[src/sv/acir_pkg.sv]
// Shared types, constants and code tables for the AC IR command frame encoder.
package acir_pkg;

    localparam int DUR_W      = 16;
    localparam int DATA_W     = 32;
    localparam int NUM_REGS   = 7;
    localparam int REG_IDX_W  = 3;
    localparam int ADDR_W     = REG_IDX_W + 2;
    localparam int NUM_PAIRS  = 50;
    localparam int PAIR_W     = 6;
    localparam int FRAME_W    = 48;
    localparam int STEP_COUNT = 34;

    typedef logic [DUR_W-1:0] dur_t;

    typedef enum logic [1:0] {
        OP_SET       = 2'd0,
        OP_TOGGLE    = 2'd1,
        OP_TIMER_ON  = 2'd2,
        OP_TIMER_OFF = 2'd3
    } opcode_t;

    typedef enum logic [REG_IDX_W-1:0] {
        REG_LEADER_MARK  = 3'd0,
        REG_LEADER_SPACE = 3'd1,
        REG_BIT_MARK     = 3'd2,
        REG_ZERO_SPACE   = 3'd3,
        REG_ONE_SPACE    = 3'd4,
        REG_STOP_MARK    = 3'd5,
        REG_FRAME_GAP    = 3'd6
    } reg_idx_t;

    localparam logic [2:0] MODE_OFF  = 3'd0;
    localparam logic [2:0] MODE_AUTO = 3'd2;
    localparam logic [2:0] MODE_DRY  = 3'd3;
    localparam logic [2:0] MODE_FAN  = 3'd5;

    localparam logic [2:0] TOG_POWER_OFF = 3'd0;
    localparam logic [2:0] TOG_SWING     = 3'd1;
    localparam logic [2:0] TOG_LAST      = 3'd5;

    localparam logic [7:0] TEMP_MIN     = 8'd17;
    localparam logic [7:0] TEMP_MAX     = 8'd30;
    localparam logic [7:0] TEMP_DEFAULT = 8'd24;

    localparam logic [PAIR_W-1:0] PAIR_LEADER = PAIR_W'(0);
    localparam logic [PAIR_W-1:0] PAIR_STOP   = PAIR_W'(NUM_PAIRS - 1);

    localparam logic [7:0] HDR0        = 8'h4D;
    localparam logic [7:0] HDR1        = 8'hB2;
    localparam logic [7:0] ALT_HDR0    = 8'hAD;
    localparam logic [7:0] ALT_HDR1    = 8'h52;
    localparam logic [7:0] ALT_HDR2    = 8'hAF;
    localparam logic [7:0] ALT_HDR3    = 8'h50;
    localparam logic [7:0] FAN_FIXED   = 8'hF8;
    localparam logic [7:0] MT_FAN_MODE = 8'h27;
    localparam logic [7:0] TIMER_ON_X  = 8'hC0;
    localparam logic [7:0] TIMER_OFF_T = 8'hFE;

    localparam logic [FRAME_W-1:0] PWR_OFF_FRAME = {8'hF8, 8'h07, 8'h21, 8'hDE, 8'hB2, 8'h4D};
    localparam logic [FRAME_W-1:0] SWING_CMD     = {8'hF8, 8'h07, 8'h29, 8'hD6, 8'hB2, 8'h4D};

    function automatic dur_t reg_reset(input logic [REG_IDX_W-1:0] idx);
        dur_t v;
        v = '0;
        unique case (idx)
            REG_LEADER_MARK:  v = dur_t'(4480);
            REG_LEADER_SPACE: v = dur_t'(4480);
            REG_BIT_MARK:     v = dur_t'(560);
            REG_ZERO_SPACE:   v = dur_t'(560);
            REG_ONE_SPACE:    v = dur_t'(1680);
            REG_STOP_MARK:    v = dur_t'(560);
            REG_FRAME_GAP:    v = dur_t'(5040);
            default:          v = '0;
        endcase
        return v;
    endfunction

    function automatic logic [3:0] temp_nibble(input logic [3:0] idx);
        logic [3:0] v;
        v = 4'h0;
        unique case (idx)
            4'd0:    v = 4'h0;
            4'd1:    v = 4'h8;
            4'd2:    v = 4'hC;
            4'd3:    v = 4'h4;
            4'd4:    v = 4'h6;
            4'd5:    v = 4'hE;
            4'd6:    v = 4'hA;
            4'd7:    v = 4'h2;
            4'd8:    v = 4'h3;
            4'd9:    v = 4'hB;
            4'd10:   v = 4'h9;
            4'd11:   v = 4'h1;
            4'd12:   v = 4'h5;
            4'd13:   v = 4'hD;
            default: v = 4'h0;
        endcase
        return v;
    endfunction

    function automatic logic [7:0] fan_code(input logic [1:0] fan);
        logic [7:0] v;
        v = 8'hFD;
        unique case (fan)
            2'd0: v = 8'hFD;
            2'd1: v = 8'hF9;
            2'd2: v = 8'hFA;
            2'd3: v = 8'hFC;
        endcase
        return v;
    endfunction

    function automatic logic [7:0] mode_nib(input logic [2:0] mode);
        logic [7:0] v;
        v = 8'h00;
        unique case (mode)
            3'd2:    v = 8'h10;
            3'd3:    v = 8'h20;
            3'd4:    v = 8'h30;
            default: v = 8'h00;
        endcase
        return v;
    endfunction

    function automatic logic [7:0] tog_code(input logic [2:0] tog);
        logic [7:0] v;
        v = 8'h00;
        unique case (tog)
            3'd2:    v = 8'hA5;
            3'd3:    v = 8'h45;
            3'd4:    v = 8'hC5;
            3'd5:    v = 8'h55;
            default: v = 8'h00;
        endcase
        return v;
    endfunction

    function automatic logic [7:0] step_base(input logic [5:0] si);
        logic [7:0] v;
        v = 8'h80;
        unique case (si)
            6'd0:  v = 8'h80;  6'd1:  v = 8'hC0;  6'd2:  v = 8'hA0;  6'd3:  v = 8'hE0;
            6'd4:  v = 8'h90;  6'd5:  v = 8'hD0;  6'd6:  v = 8'hB0;  6'd7:  v = 8'hF0;
            6'd8:  v = 8'h88;  6'd9:  v = 8'hC8;  6'd10: v = 8'hA8;  6'd11: v = 8'hE8;
            6'd12: v = 8'h98;  6'd13: v = 8'hD8;  6'd14: v = 8'hB8;  6'd15: v = 8'hF8;
            6'd16: v = 8'h80;  6'd17: v = 8'hC0;  6'd18: v = 8'hA0;  6'd19: v = 8'hE0;
            6'd20: v = 8'hD0;  6'd21: v = 8'hF0;  6'd22: v = 8'hC8;  6'd23: v = 8'hE8;
            6'd24: v = 8'hD8;  6'd25: v = 8'hF8;  6'd26: v = 8'hC0;  6'd27: v = 8'hE0;
            6'd28: v = 8'hD0;  6'd29: v = 8'hF0;  6'd30: v = 8'hC8;  6'd31: v = 8'hE8;
            6'd32: v = 8'hD8;  6'd33: v = 8'hF8;
            default: v = 8'h80;
        endcase
        return v;
    endfunction

endpackage

[src/sv/ac_ir_command_frame_encoder_core.sv]
// Top level of the AC IR command frame encoder: command register, frame build, pulse serialiser.
//
// Usage:
//   Command channel (in_valid/in_ready) takes one command per transaction: opcode, mode, fan,
//   temperature, toggle kind, timer step and copy index. Result channel (out_valid/out_ready)
//   returns mark/space pairs in microseconds: a leader pair, 48 data-bit pairs (bytes 0..5,
//   LSB first) and a stop pair flagged with last. An invalid command returns a single
//   transaction with error and last set and zero durations.
//   Durations come from seven 16-bit registers on the APB port at byte address 4*i; write
//   them only while no command is in flight. pready is tied high.
//   Throughput: one pair per cycle while out_ready does not stall the result register; the
//   serialiser's pair counter sets the pairs per command. Rejected commands back to back leave
//   gaps between their results, since the command register takes a new command only in the
//   cycle after it hands the last one on. One command waits in the command register while the
//   previous frame is still being sent, and it loads on the same edge that the stop pair
//   leaves, so frames follow without a gap.
//   Receiver stall: the result register holds its pair and the serialiser stops; once the
//   command register is full, in_ready drops.
//   Reset: empties the command register, serialiser and result register and restores the
//   default durations.
module ac_ir_command_frame_encoder_core (
    input  logic                         clk,
    input  logic                         rst_n,
    input  logic                         psel,
    input  logic                         penable,
    input  logic                         pwrite,
    input  logic [acir_pkg::ADDR_W-1:0]  paddr,
    input  logic [acir_pkg::DATA_W-1:0]  pwdata,
    output logic [acir_pkg::DATA_W-1:0]  prdata,
    output logic                         pready,
    input  logic                         in_valid,
    output logic                         in_ready,
    input  logic [1:0]                   opcode,
    input  logic [2:0]                   ac_mode,
    input  logic [1:0]                   fan_speed,
    input  logic [7:0]                   temperature,
    input  logic [2:0]                   toggle_kind,
    input  logic [5:0]                   timer_slot,
    input  logic                         copy_index,
    output logic                         out_valid,
    input  logic                         out_ready,
    output logic [acir_pkg::DUR_W-1:0]   mark_us,
    output logic [acir_pkg::DUR_W-1:0]   space_us,
    output logic                         error,
    output logic                         last
);
    import acir_pkg::*;

    dur_t                  regs_reg [NUM_REGS];
    logic [REG_IDX_W-1:0]  cfg_idx;
    logic                  cfg_wr;

    logic                  in_valid_reg, in_valid_next;
    opcode_t               op_reg;
    logic [2:0]            mode_reg;
    logic [1:0]            fan_reg;
    logic [7:0]            temp_reg;
    logic [2:0]            tog_reg;
    logic [5:0]            step_reg;
    logic                  copy_in_reg;

    logic                  busy_reg, busy_next;
    logic                  err_reg;
    logic                  copy_reg;
    logic [PAIR_W-1:0]     idx_reg, idx_next;
    logic [FRAME_W-1:0]    frame_reg, frame_next;

    logic                  out_valid_reg, out_valid_next;
    dur_t                  mark_reg, mark_next;
    dur_t                  space_reg, space_next;
    logic                  error_reg, error_next;
    logic                  last_reg, last_next;

    logic                  ok;
    logic [FRAME_W-1:0]    frame_built;
    logic [7:0]            fb, mt, t_adj, t_off, tb, fr4, fr5;
    logic [5:0]            si;
    logic                  step_ok;
    logic                  adv, finishing, load;

    // Configuration port
    assign pready  = 1'b1;
    assign cfg_idx = paddr[ADDR_W-1:2];
    assign cfg_wr  = psel && penable && pwrite && pready;

    always_ff @(posedge clk or negedge rst_n)
    begin
        if (!rst_n)
        begin
            for (int i = 0; i < NUM_REGS; i++)
            begin
                regs_reg[i] <= reg_reset(REG_IDX_W'(i));
            end
        end
        else if (cfg_wr && (cfg_idx < REG_IDX_W'(NUM_REGS)))
        begin
            regs_reg[cfg_idx] <= pwdata[DUR_W-1:0];
        end
    end

    always_comb
    begin
        prdata = '0;
        if (cfg_idx < REG_IDX_W'(NUM_REGS))
        begin
            prdata = DATA_W'(regs_reg[cfg_idx]);
        end
    end

    // Frame build from the command register
    always_comb
    begin
        step_ok = (step_reg >= 6'd1) && (step_reg <= 6'(STEP_COUNT));
        si      = step_ok ? (step_reg - 6'd1) : 6'd0;

        ok = (mode_reg <= MODE_FAN);
        if ((op_reg == OP_SET || op_reg == OP_TIMER_ON) && mode_reg == MODE_OFF)
        begin
            ok = 1'b0;
        end
        if (op_reg == OP_TOGGLE && tog_reg > TOG_LAST)
        begin
            ok = 1'b0;
        end
        if ((op_reg == OP_TIMER_ON || op_reg == OP_TIMER_OFF) && !step_ok)
        begin
            ok = 1'b0;
        end

        fb = (mode_reg == MODE_AUTO || mode_reg == MODE_DRY) ? FAN_FIXED : fan_code(fan_reg);

        t_adj = (temp_reg < TEMP_MIN || temp_reg > TEMP_MAX) ? TEMP_DEFAULT : temp_reg;
        t_off = t_adj - TEMP_MIN;
        mt = (mode_reg == MODE_FAN) ? MT_FAN_MODE
                                    : (mode_nib(mode_reg) | {4'h0, temp_nibble(t_off[3:0])});

        tb = step_base(si);

        frame_built = '0;
        fr4 = 8'h00;
        fr5 = 8'h00;
        unique case (op_reg)
            OP_SET:
            begin
                frame_built = {~mt, mt, ~fb, fb, HDR1, HDR0};
            end
            OP_TOGGLE:
            begin
                fr4 = tog_code(tog_reg);
                priority if (tog_reg == TOG_POWER_OFF)
                begin
                    frame_built = PWR_OFF_FRAME;
                end
                else if (tog_reg == TOG_SWING)
                begin
                    frame_built = SWING_CMD;
                end
                else
                begin
                    frame_built = {~fr4, fr4, ALT_HDR3, ALT_HDR2, ALT_HDR1, ALT_HDR0};
                end
            end
            OP_TIMER_ON:
            begin
                fr4 = mt ^ TIMER_ON_X;
                priority if (si >= 6'd26)
                begin
                    fr5 = tb | 8'h02;
                end
                else if (si >= 6'd16)
                begin
                    fr5 = tb | 8'h04;
                end
                else
                begin
                    fr5 = tb;
                end
                frame_built = {fr5, fr4, ~fb, fb, HDR1, HDR0};
            end
            OP_TIMER_OFF:
            begin
                priority if (si >= 6'd26)
                begin
                    fr4 = mt | 8'h40;
                end
                else if (si >= 6'd16)
                begin
                    fr4 = mt | 8'h80;
                end
                else
                begin
                    fr4 = mt;
                end
                frame_built = {TIMER_OFF_T, fr4, ~tb, tb, HDR1, HDR0};
            end
        endcase
    end

    // Serialiser and result register
    assign adv       = !out_valid_reg || out_ready;
    assign finishing = err_reg || (idx_reg == PAIR_STOP);
    assign load      = in_valid_reg && (!busy_reg || (adv && finishing));
    assign in_ready  = !in_valid_reg;

    always_comb
    begin
        in_valid_next  = in_valid_reg;
        busy_next      = busy_reg;
        idx_next       = idx_reg;
        frame_next     = frame_reg;
        out_valid_next = out_valid_reg;
        mark_next      = mark_reg;
        space_next     = space_reg;
        error_next     = error_reg;
        last_next      = last_reg;

        if (in_valid && in_ready)
        begin
            in_valid_next = 1'b1;
        end

        if (adv)
        begin
            out_valid_next = busy_reg;
        end

        if (busy_reg && adv)
        begin
            error_next = 1'b0;
            last_next  = 1'b0;
            idx_next   = idx_reg + PAIR_W'(1);
            priority if (err_reg)
            begin
                mark_next  = '0;
                space_next = '0;
                error_next = 1'b1;
                last_next  = 1'b1;
                busy_next  = 1'b0;
            end
            else if (idx_reg == PAIR_LEADER)
            begin
                mark_next  = regs_reg[REG_LEADER_MARK];
                space_next = regs_reg[REG_LEADER_SPACE];
            end
            else if (idx_reg == PAIR_STOP)
            begin
                mark_next  = regs_reg[REG_STOP_MARK];
                space_next = copy_reg ? dur_t'(0) : regs_reg[REG_FRAME_GAP];
                last_next  = 1'b1;
                busy_next  = 1'b0;
            end
            else
            begin
                mark_next  = regs_reg[REG_BIT_MARK];
                space_next = frame_reg[0] ? regs_reg[REG_ONE_SPACE] : regs_reg[REG_ZERO_SPACE];
                frame_next = frame_reg >> 1;
            end
        end

        if (load)
        begin
            in_valid_next = 1'b0;
            busy_next     = 1'b1;
            idx_next      = PAIR_LEADER;
            frame_next    = frame_built;
        end
    end

    always_ff @(posedge clk or negedge rst_n)
    begin
        if (!rst_n)
        begin
            in_valid_reg  <= 1'b0;
            busy_reg      <= 1'b0;
            out_valid_reg <= 1'b0;
            idx_reg       <= PAIR_LEADER;
        end
        else
        begin
            in_valid_reg  <= in_valid_next;
            busy_reg      <= busy_next;
            out_valid_reg <= out_valid_next;
            idx_reg       <= idx_next;
        end
    end

    always_ff @(posedge clk)
    begin
        if (in_valid && in_ready)
        begin
            op_reg      <= opcode_t'(opcode);
            mode_reg    <= ac_mode;
            fan_reg     <= fan_speed;
            temp_reg    <= temperature;
            tog_reg     <= toggle_kind;
            step_reg    <= timer_slot;
            copy_in_reg <= copy_index;
        end
        if (load)
        begin
            err_reg  <= !ok;
            copy_reg <= copy_in_reg;
        end
        frame_reg <= frame_next;
        mark_reg  <= mark_next;
        space_reg <= space_next;
        error_reg <= error_next;
        last_reg  <= last_next;
    end

    assign out_valid = out_valid_reg;
    assign mark_us   = mark_reg;
    assign space_us  = space_reg;
    assign error     = error_reg;
    assign last      = last_reg;

endmodule

[config.mk]
export PLATFORM = sky130hd
export DESIGN_NAME = ac_ir_command_frame_encoder_core
export DESIGN_NICKNAME = d
export VERILOG_FILES = /design/src/sv/acir_pkg.sv /design/src/sv/ac_ir_command_frame_encoder_core.sv
export SDC_FILE = /design/constraint.sdc
export NUM_CORES = 1
export LEC_CHECK = 0
export ABC_AREA = 1
export BUFFER_PORTS_ARGS = -buffer_cell sky130_fd_sc_hd__buf_4
export CAP_MARGIN = 20
export CORE_ASPECT_RATIO = 0.6
export CORE_UTILIZATION = 30
export DETAILED_ROUTE_END_ITERATION = 7
export GPL_TIMING_DRIVEN = 0
export PLACE_DENSITY = 0.45
export SKIP_CTS_REPAIR_TIMING = 1
export SYNTH_ARGS = -nofsm -noshare
export SYNTH_HDL_FRONTEND = slang
export SYNTH_SLANG_ARGS = --single-unit
export TNS_END_PERCENT = 50
[constraint.sdc]
create_clock -name clk -period 6.5 [get_ports clk]
set_clock_uncertainty 0.1 [all_clocks]
set_input_delay 0.65 -clock clk [delete_from_list [all_inputs] [get_ports clk]]
set_output_delay 0.65 -clock clk [all_outputs]
set_load 0.005 [all_outputs]
==> results.cfg <==
[critical_path]
arrival_ns = 3.14
path_buf_inv = 5
cpPeakStageDelay_ns = 0.77
crit_path_start_kind = primary input
criticalPathCategory = in -> out
end_kind = primary output
path_cells = buf_4 -> buf_2 -> nand2_1 -> nor2_1 -> inv_1 -> clkbuf_1 -> o22ai_1 -> a21oi_1 -> o2111ai_1 -> buf_4
crit_family = buffers and inverters
cp_slowest_cell = clkbuf_1
required_ns = 5.75
crit_fanout = 10
cp_common_cell = buf_4

[drt]
wl_met3_um = 3870
m1WireLength_um = 20600
final_antenna_net_count = 0
wl_per_cell_um = 21.5
vias_per_cell = 5.05
dr_wl_met2_um = 14800
dr.max_layer_used = met4
first_pass_iters = 5
totalWireLength_um = 40000
drt_iter0_drc = 1047
vias = 9408
post-route-drc-count = 0

[global_route]
antenna_found_initial = 1
first_global_vias = 9028
grt_max_degree = 69
grt_pass1_wl_um = 59100
grtUsageTotal = 0.215
grt-ovfl-total = 0

[logic_synthesis]
synth_cell_types = 48
yosysSeqAreaShare = 0.574
syn_area_mm2 = 0.0110
async_flop_share = 0.526
synth_seq_cells = 230
avgSynthCellArea_um2 = 9.02
yosysWarnings = 0
synth_flop_cell = edfxtp_1
synth_edf_count = 109
synthCells = 1224

[layout]
fin_nets = 1460
fillCellCount = 3608
drive_gt1_frac = 0.172
syn_to_final_growth_pct = 22.8
largest_reg_flops = 112

[placement]
io_buffers = 102
dp_hpwl_um = 28200
pre_cts_slack_ns = 2.74
gp_congestion = 0.911

[sta]
worst_slack_ns = 2.61
slew_viol_final = 0
clock.fmax_ghz = 0.257
period_minus_slack_ns = 3.89
rsz0062_at_grt = false
period_share = 0.598
finalSetupViolations = 0
slew_headroom = 0.290
hold_violations = 7
holdWs_ns = -0.00926
tightest_slew_ns = 1.06

[clock_tree]
htreeDepth = 1
clk_pin_slew_worst_paths_ns = 0.07
cts-root-buf = clkbuf_16
cts_made_buffers = 26
cts_tree = built
clock_sinks = 230
clockBufferDepth = 3
clk_latency_ns = 0.55

[power_and_ir_drop]
powerDensity_mw_per_mm2 = 433
p_leak_nw = 6.04
ir_worst_vdd_uv = 194

[worst_hold_path]
hp-class = in -> async

[outcome]
violations = negative hold slack
status = complete, but fails checks

[run]
max_cap_violations = 0

[floorplan]
die_x_um = 250
rows = 53
core-area_mm2 = 0.0356
initial_core_util = 0.310
die_h_um = 151
die_area_mm2 = 0.0376
pin_count = 138
==> power breakdown <==
| group | switching (mW) | internal [mW] | leakage (nW) |
|---|---|---|---|
| registers | 0.208 | 2.17 | 2.47 |
| logic | 1.21 | 0.631 | 3.09 |
| clock network | 0.639 | 1.02 | 0.480 |
| total | 2.05 | 3.82 | 6.04 |
==> through the flow <==
step	power, mW	area, µm²	TNS, ns	instances	utilization
floorplan	3.37	11100	0	1239	-
finish	5.87	13600	0	1864	0.381
CTS	5.87	13500	0	1863	0.380
detailed placement	4.20	12600	0	1815	0.353
global route	6.19	13500	0	1863	0.380
global placement	4.16	12400	-73.29	1808	0.350
==> worst paths after layout <==
path / startpoint / endpoint / slack [ns] / depth (start not counted)
max: paddr[4] / prdata[1] / 2.61 / 10
min: rst_n / regs_reg[55] / -0.009 / 1
max reg2reg: idx_reg[0] / frame_reg[34] / 2.99 / 8
min reg2reg: copy_in_reg / copy_reg / 0.33 / 0
max in group asynchronous: rst_n / regs_reg[108] / 5.51 / 2
min in group clk: temperature[3] / temp_reg[3] / 0.17 / 1
==> kinds of logic after synthesis <==
group | Yosys count | share of synthesized area
compound gates | 270 | 0.140
flops | 230 | 0.574
simple gates | 495 | 0.187
xor+xnor | 2 | 0.00159
buf+inv | 210 | 0.0798
other cells | 2 | 0.000680
fa+ha+maj | 15 | 0.0170
==> cells in the final DEF, fill, tap and decap left out, types with 8 or more instances in the layout <==
master	netlist	routed
a21oi_1	43	43
a221oi_1	9	9
a31oi_1	17	17
buf_2	12	13
buf_4	18	119
clkbuf_1	31	35
clkbuf_16	0	30
conb_1	2	17
dfrtp_1	96	96
dfstp_2	25	25
edfxtp_1	109	109
ha_1	15	15
inv_1	137	137
nand2_1	322	322
nand3_1	55	55
nor2_1	82	80
o211ai_1	8	8
o21ai_0	140	140
o22ai_1	26	26
==> synth_stat cells (2+ instances only) <==
cell | instances | area share
a211o_1 | 4 | 0.0032
a21oi_1 | 43 | 0.019
a221oi_1 | 9 | 0.0071
a22oi_1 | 2 | 0.0014
a311oi_1 | 2 | 0.0016
a31oi_1 | 17 | 0.0096
buf_2 | 12 | 0.0054
buf_4 | 18 | 0.012
clkbuf_1 | 31 | 0.011
clkbuf_2 | 2 | 0.00091
clkinv_1 | 2 | 0.00068
conb_1 | 2 | 0.00068
dfrtp_1 | 96 | 0.22
dfstp_2 | 25 | 0.060
edfxtp_1 | 109 | 0.30
ha_1 | 15 | 0.017
inv_1 | 137 | 0.047
inv_2 | 6 | 0.0020
nand2_1 | 322 | 0.11
nand2_2 | 3 | 0.0017
nand3_1 | 55 | 0.025
nand3b_1 | 4 | 0.0027
nand4_1 | 5 | 0.0028
nor2_1 | 82 | 0.028
nor2_2 | 4 | 0.0023
nor2_4 | 3 | 0.0031
nor3_1 | 2 | 0.00091
nor3b_1 | 2 | 0.0014
o2111ai_1 | 4 | 0.0032
o211ai_1 | 8 | 0.0054
o21a_1 | 4 | 0.0027
o21ai_0 | 140 | 0.063
o221ai_1 | 7 | 0.0056
o22ai_1 | 26 | 0.015
or2_1 | 2 | 0.0011
or2_2 | 7 | 0.0040
==> layer usage <==
layer	GRT usage	vias to the layer above
met3	0.0524	52
met1	0.349	4508
met5	0	-
met2	0.276	472
li1	-	4376
met4	0.0438	0
==> worst reg2reg max path, stage by stage, from the launching register on <==
cell and delay [ns]:
dfrtp_1 0.41, inv_1 0.09, ha_1 0.22, nand4_2 0.34, clkinv_1 0.40, buf_1 0.48, o31ai_4 0.78, buf_8 0.24
buf_8 0.16
==> area by class of cell <==
class                           instances  area (µm²)  area share
Antenna cell                            1        2.50    0.000185
Buffer                                 65         337      0.0248
Clock buffer                           40         848      0.0626
Clock inverter                          8         116     0.00859
Inverter                              145         544      0.0402
Multi-Input combinational cell        799        3910       0.288
Sequential cell                       230        6330       0.467
Tap cell                              467         584      0.0431
Timing Repair Buffer                  109         882      0.0651
No activity file was read; power rests on OpenSTA's default activity.
